### config.mk
export PLATFORM = sky130hd
export DESIGN_NAME = four_channel_counter_timer
export DESIGN_NICKNAME = d
export VERILOG_FILES = /design/src/rtl/fctc_pkg.sv /design/src/rtl/fctc_cell.sv /design/src/rtl/four_channel_counter_timer.sv
export SDC_FILE = /design/constraint.sdc
export NUM_CORES = 1
export LEC_CHECK = 0
export ABC_AREA = 1
export ABC_CLOCK_PERIOD_IN_PS = 2700
export BUFFER_PORTS_ARGS = -buffer_cell sky130_fd_sc_hd__buf_2
export CAP_MARGIN = 5
export CORE_MARGIN = 2
export CORE_UTILIZATION = 49
export CTS_CLUSTER_SIZE = 14
export DETAILED_ROUTE_END_ITERATION = 12
export HOLD_SLACK_MARGIN = 0.03
export PLACE_DENSITY_LB_ADDON = 0.1
export SETUP_SLACK_MARGIN = 0.2
export SYNTH_ARGS = -nofsm -noshare
export SYNTH_HDL_FRONTEND = slang
export SYNTH_SLANG_ARGS = --single-unit
### constraint.sdc
create_clock -name clk -period 2.7 [get_ports clk]
set_input_delay 0 -clock clk [delete_from_list [all_inputs] [get_ports clk]]
set_output_delay 0 -clock clk [all_outputs]
set_load 0.005 [all_outputs]
### src/rtl/fctc_pkg.sv
// Package for the four-channel counter/timer: channel count, operation codes,
// control-word bits, reset values and the types shared by the cells and the top level.
// No dependencies.
`timescale 1ns / 1ps
`default_nettype none

package fctc_pkg;

  // Number of channels built (1 to 4); the channel field is always 2 bits.
  localparam int CHANNELS = 4;
  localparam int CHAN_W   = 2;
  localparam int BYTE_W   = 8;

  // Operation codes
  localparam logic [1:0] OP_TICK  = 2'd0;
  localparam logic [1:0] OP_READ  = 2'd1;
  localparam logic [1:0] OP_WRITE = 2'd2;

  // Control word bits (bit 0 set marks a control word)
  localparam int CW_CONTROL = 0;
  localparam int CW_TC_NEXT = 2;
  localparam int CW_RANGE   = 5;
  localparam int CW_IRQ_EN  = 7;

  // Reset and reload values
  localparam logic [BYTE_W-1:0] COUNT_RESET    = 8'd255;
  localparam logic [BYTE_W-1:0] PRESCALE_LONG  = 8'd255;
  localparam logic [BYTE_W-1:0] PRESCALE_SHORT = 8'd15;

  // Command broadcast to every cell
  typedef struct packed {
    logic              tick;
    logic              write;
    logic [CHAN_W-1:0] channel;
    logic [BYTE_W-1:0] data;
  } cell_cmd_t;

  // Interrupt priority chain, passed from the highest channel down to channel 0
  typedef struct packed {
    logic              fired;
    logic [BYTE_W-1:0] vector;
  } irq_chain_t;

endpackage

`default_nettype wire

### src/rtl/fctc_cell.sv
// One counter/timer channel: prescaler, main down-counter, control and vector
// registers, plus its link in the interrupt priority chain. Depends on fctc_pkg.
`timescale 1ns / 1ps
`default_nettype none

module fctc_cell
  import fctc_pkg::*;
(
  input  wire logic              clk,
  input  wire logic              rst,
  input  wire logic [CHAN_W-1:0] index,
  input  wire cell_cmd_t         cmd,
  input  wire irq_chain_t        chain_in,
  output irq_chain_t             chain_out,
  output logic [BYTE_W-1:0]      count
);

  logic              irq_enable;
  logic              constant_pending;
  logic [BYTE_W-1:0] time_constant;
  logic [BYTE_W-1:0] vector_reg;
  logic [BYTE_W-1:0] main_count;
  logic [BYTE_W-1:0] prescale_reload;
  logic [BYTE_W-1:0] prescale_count;

  logic              step;
  logic              selected;
  logic [BYTE_W-1:0] prescale_dec;
  logic [BYTE_W-1:0] main_dec;
  logic              prescale_zero;
  logic              fire;

  // Tick arithmetic
  assign step          = cmd.tick && irq_enable;
  assign selected      = cmd.write && (cmd.channel == index);
  assign prescale_dec  = prescale_count - 8'd1;
  assign main_dec      = main_count - 8'd1;
  assign prescale_zero = (prescale_dec == '0);
  assign fire          = step && prescale_zero && (main_dec == '0);

  // Priority chain: a firing channel overrides any higher-numbered one
  assign chain_out.fired  = fire || chain_in.fired;
  assign chain_out.vector = fire ? vector_reg : chain_in.vector;

  assign count = main_count;

  // Channel state
  always_ff @(posedge clk) begin
    if (rst) begin
      irq_enable       <= 1'b0;
      constant_pending <= 1'b0;
      time_constant    <= COUNT_RESET;
      vector_reg       <= '0;
      main_count       <= COUNT_RESET;
      prescale_reload  <= PRESCALE_LONG;
      prescale_count   <= COUNT_RESET;
    end else begin
      if (step) begin
        if (!prescale_zero) begin
          prescale_count <= prescale_dec;
        end else begin
          prescale_count <= prescale_reload;
          main_count     <= (main_dec == '0) ? time_constant : main_dec;
        end
      end
      if (selected) begin
        if (constant_pending) begin
          time_constant    <= cmd.data;
          constant_pending <= 1'b0;
        end else if (cmd.data[CW_CONTROL]) begin
          irq_enable       <= cmd.data[CW_IRQ_EN];
          constant_pending <= cmd.data[CW_TC_NEXT];
          prescale_reload  <= cmd.data[CW_RANGE] ? PRESCALE_LONG : PRESCALE_SHORT;
        end else begin
          vector_reg <= {cmd.data[7:3], index, 1'b0};
        end
      end
    end
  end

  // A disabled channel never fires
  a_no_fire_disabled: assert property (@(posedge clk) disable iff (rst)
    !irq_enable |-> !fire)
    else $error("disabled channel fired");

  // Firing reloads the main count from the time constant
  a_fire_reload: assert property (@(posedge clk) disable iff (rst)
    fire && !selected |=> main_count == $past(time_constant))
    else $error("main count not reloaded on expiry");

  // A tick and a write are never broadcast together
  a_cmd_excl: assert property (@(posedge clk) disable iff (rst)
    !(cmd.tick && cmd.write))
    else $error("tick and write issued together");

endmodule

`default_nettype wire

### src/rtl/four_channel_counter_timer.sv
// Top level of the four-channel counter/timer: item decode, the row of channel
// cells with its interrupt priority chain, and the output register.
// Depends on fctc_pkg and fctc_cell.
`timescale 1ns / 1ps
`default_nettype none

// Takes one item (tick, count read or register write) per clock and gives
// exactly one result item for each, in the cycle after acceptance. All channels
// are updated in the same cycle; the interrupt vector comes from the lowest
// expiring channel, settled through the cell chain within that cycle. One
// output register holds the result, so a new item is accepted in every cycle
// except while a held result is stalled.
module four_channel_counter_timer
  import fctc_pkg::*;
(
  input  wire logic              clk,
  input  wire logic              rst,
  input  wire logic              in_valid,
  output logic                   in_stall,
  input  wire logic [1:0]        operation,
  input  wire logic [CHAN_W-1:0] channel,
  input  wire logic [BYTE_W-1:0] data,
  output logic                   out_valid,
  input  wire logic              out_stall,
  output logic [BYTE_W-1:0]      read_data,
  output logic                   irq_valid,
  output logic [BYTE_W-1:0]      irq_vector
);

  logic              accept;
  cell_cmd_t         cmd;
  irq_chain_t        chain [CHANNELS+1];
  logic [BYTE_W-1:0] counts [CHANNELS];
  logic [BYTE_W-1:0] read_mux;

  // Handshake: a new item enters when the output register is free or drains
  assign in_stall = out_valid && out_stall;
  assign accept   = in_valid && !in_stall;

  // Command broadcast
  assign cmd.tick    = accept && (operation == OP_TICK);
  assign cmd.write   = accept && (operation == OP_WRITE);
  assign cmd.channel = channel;
  assign cmd.data    = data;

  assign chain[CHANNELS] = '0;

  // Channel cells, highest channel at the head of the chain
  for (genvar g = 0; g < CHANNELS; g++) begin : g_cell
    fctc_cell u_cell (
      .clk       (clk),
      .rst       (rst),
      .index     (CHAN_W'(g)),
      .cmd       (cmd),
      .chain_in  (chain[g+1]),
      .chain_out (chain[g]),
      .count     (counts[g])
    );
  end

  // Count readback; channels not built read as zero
  always_comb begin
    read_mux = '0;
    for (int i = 0; i < CHANNELS; i++) begin
      if (channel == CHAN_W'(i)) begin
        read_mux = counts[i];
      end
    end
  end

  // Output register
  always_ff @(posedge clk) begin
    if (rst) begin
      out_valid <= 1'b0;
    end else if (accept) begin
      out_valid <= 1'b1;
    end else if (!out_stall) begin
      out_valid <= 1'b0;
    end
  end

  always_ff @(posedge clk) begin
    if (accept) begin
      read_data  <= (operation == OP_READ) ? read_mux : '0;
      irq_valid  <= (operation == OP_TICK) && chain[0].fired;
      irq_vector <= (operation == OP_TICK) ? chain[0].vector : '0;
    end
  end

  // Every accepted item yields a result in the next cycle
  a_result: assert property (@(posedge clk) disable iff (rst)
    accept |=> out_valid)
    else $error("accepted item produced no result");

  // No interrupt means a zero vector
  a_vec_zero: assert property (@(posedge clk) disable iff (rst)
    out_valid && !irq_valid |-> irq_vector == '0)
    else $error("vector without interrupt");

  // A read result never carries an interrupt
  a_read_no_irq: assert property (@(posedge clk) disable iff (rst)
    out_valid && (read_data != '0) |-> !irq_valid)
    else $error("read result flagged an interrupt");

endmodule

`default_nettype wire

==> summary.md <==
| Metric | Value |
|---|---|
| Via/cell ratio | `5.247` |
| Outcome | `finished clean` |
| Worst slack on hold paths | `0.05101 ns` |
| Worst EP arrival | `2.74 ns` |
| Number of port buffers | `33` |
| Worst min-delay path category | `in -> reg` |
| Register-to-Register Path Depth | `11` |
| Number of top-level pins | `35` |
| Antenna violations before repair | `0` |
| Most frequent standard cell in the layout excluding fill and tap cells | `nand2_1` |
| Number of routed nets with antenna violations | `0` |
| Flip-flop cell with the highest count after synthesis | `dfxtp_1` |
| Commonest cells after routing, fill and taps aside | `nand2_1 (225), dfxtp_1 (131), inv_1 (130)` |
| Reg2reg start | `out_valid` |
| Final routed DRC violation total | `0` |
| Row count | `45` |
| Power per cell area | `559.8 nW/um^2` |
| Area enclosed by the die boundary | `16370 um^2` |
| Leakage Power | `0.003899 uW` |
| Post-synthesis sequential area ratio | `0.4149` |
| Placed cells | `1224` |
| Syn avg cell area | `7.394 um^2` |
| Async S/R FF share, synth | `0` |
| Die X | `127.9 um` |
| Reg2reg setup slack | `0.32 ns` |
| Crit path from | `out_valid` |
| Clock transition at the register clock pins on the worst setup and hold paths after CTS | `0.07 ns` |
| Via count of the first global-routing pass | `6139` |
| Final weighted congestion in routability-driven placement | `0.9117` |
| Clock Tree Buf Depth | `2` |
| Worst IR Drop VDD | `0.4692 mV` |
| Worst hold path stage count | `4` |
| Routed wire length | `19.03 mm` |
| Clock latency of the later-clocked register in the worst-skew pair | `0.43 ns` |
| Critical path capture point type | `flip-flop` |
| Final HPWL DP | `13.67 mm` |
| Unrepaired setup endpoints after global routing | `false` |
| Total of fill cells in the finished design | `1443` |
| Highest cell delay on the worst timing path | `0.55 ns` |
| Vias after detailed routing | `6658` |
| Setup total negative slack | `0 ns` |
| Global router's overall resource usage | `0.2419` |
| Master cell of the clock root buffer | `clkbuf_16` |
| Count of warnings emitted by yosys | `0` |
| Flip-flop and latch count after synthesis | `148` |
| Layout Cells excl Fill | `1269` |
| Number of nets in the synthesized netlist | `1050` |
| Layout cell share with drive strength beyond 1 | `0.1341` |
| Period utilization | `0.8827` |
| Area overhead of the layout relative to synthesis | `14.68%` |
| Type of the worst setup path | `reg -> reg` |
| Worst-path cell chain | `nand2_1 -> inv_2 -> nor2_4 -> buf_4 -> nand3_1 -> nor2_1 -> nand3_1 -> inv_1 -> nand2_1 -> dlygate4sd3_1 -> a21oi_1` |
| Maximum number of pins on one net before global-route repair | `34` |
| Initial core utilization | `0.4988` |
| Final-report setup violation count | `0` |
| Area of the core region | `15090 um^2` |
| First-pass GRT wire length | `31.08 mm` |
| Number of levels in the clock H-tree | `4` |
| Actual slew at the worst max-slew pin | `0.6382 ns` |
| Post-synthesis cell area | `7527 um^2` |
| Endpoint required time on the critical path | `3.06 ns` |
| Critical path fanouts, max | `9` |
| Type of element launching the critical path | `flip-flop` |
| Worst Min Path Start | `operation[1]` |
| Number of distinct library cell variants in the gate-level netlist after synthesis | `39` |
| Fin. Hold Viols | `0` |
| Aggregate global routing overflow | `0` |
| Post-layout min period | `2.383 ns` |
| Count of maximum capacitance violations | `0` |
| Post-synthesis cell count | `1018` |
| Critical Path Slowest Stage Cell | `dlygate4sd3_1` |
| Die H | `127.9 um` |
| Clock sink total | `148` |
| Hold Crit Endpoint | `irq_vector[1]` |
| R2R Path End | `g_cell[1].u_cell.constant_pending` |
| Number of diodes | `0` |
| Clock buffer count from CTS | `17` |
| Headroom to the max-slew limit | `0.5739` |
| Number of enable flip-flop cells after synthesis | `16` |
| Routed length per placed instance | `14.99 um` |
| DRT Pass-1 Iters | `5` |
| Clock tree from TritonCTS | `yes` |
| Slew Limit Fails | `0` |
| Detailed Route Iter0 Violations | `515` |
| Clock Skew | `0.01217 ns` |
| Achievable clock frequency | `419.6 MHz` |
| Final net count | `1100` |
through the flow:
stage               total power (uW)  worst slack (ns)  cell area, um^2  utilization
floorplan                       2397            0.6269             7527            -
global placement                2488            0.3851             7893       0.5231
detailed placement              2486            0.3667             7893       0.5231
CTS                             4863            0.3501             8596       0.5697
global route                    4950            0.2146             8632       0.5721
finish                          4832            0.3167             8632       0.5721
routing by layer:
layer / routed length, um / vias to the layer above / share of wire / GRT usage
li1: - / 3478 / - / -
met1: 9414 / 3031 / 0.49 / 0.3375
met2: 8530 / 124 / 0.45 / 0.3838
met3: 772 / 25 / 0.041 / 0.04007
met4: 310 / 0 / 0.016 / 0.07886
met5: 0 / - / 0 / 0
worst max-delay path by stage:
| stage | endpoint | slack [ns] | cells after the start |
|---|---|---|---|
| 2_1_floorplan | irq_vector[6] | 0.63 | 11 |
| 3_3_place_gp | irq_vector[3] | 0.39 | 14 |
| 3_5_place_dp | irq_vector[6] | 0.37 | 11 |
| 4_1_cts | g_cell[1].u_cell.constant_pending | 0.35 | 11 |
| 5_1_grt | g_cell[2].u_cell.count[7] | 0.21 | 13 |
| 6_report | g_cell[1].u_cell.constant_pending | 0.32 | 11 |
cell type report:
| cell class | count | area, um^2 | area share |
|---|---|---|---|
| clock inverters | 15 | 157.7 | 0.01826 |
| multi-input cells | 694 | 3732 | 0.4324 |
| clock buffers | 17 | 425.4 | 0.04928 |
| repair buffers | 62 | 412.9 | 0.04783 |
| flip-flops and latches | 148 | 3124 | 0.3619 |
| inverters | 145 | 544.3 | 0.06305 |
| well taps | 188 | 235.2 | 0.02725 |
synthesized netlist by cell type (all sizes together) (11+ instances only):
cell type | count | share of area
xor2 | 18 | 0.024
nand3 | 104 | 0.074
edfxtp | 16 | 0.064
o22ai | 11 | 0.0091
o211ai | 49 | 0.049
nand2 | 231 | 0.12
nand4 | 13 | 0.012
inv | 143 | 0.071
o21ai | 64 | 0.043
dfxtp | 132 | 0.35
a21oi | 72 | 0.049
ha | 16 | 0.027
nor2 | 89 | 0.062
clkbuf | 21 | 0.010
power by group:
| part | total [uW] | switching, uW | internal [uW] | leakage [uW] |
|---|---|---|---|---|
| logic | 198 | 136 | 62.5 | 0.00239 |
| clock network | 2380 | 1070 | 1310 | 0.000284 |
| registers | 2250 | 8.47 | 2240 | 0.00123 |
cell families after synthesis:
family	synth area share
AOI/OAI and AO/OA	0.1594
and+or+nand+nor	0.2696
buffers and inverters	0.09292
other	0.0004982
xor gates and xnor gates	0.03607
DFF	0.4149
adders and majority gates	0.02660
worst max-delay path: cells and delay by family, from the launching register on:
kind	cells	cell delay, ns
buf+inv	4	0.96
simple gates	6	0.90
flops	1	0.31
compound gates	1	0.12
what timing repair did:
| item | in CTS | in global routing |
|---|---|---|
| endpoints found under the hold margin | 50 | 0 |
| hold buffers | 12 | 0 |
| gates resized for setup | 0 | 8 |
| buffers inserted | 0 | 1 |
| endpoints found under the setup margin | 0 | 19 |
No activity file was read; power rests on OpenSTA's default activity.
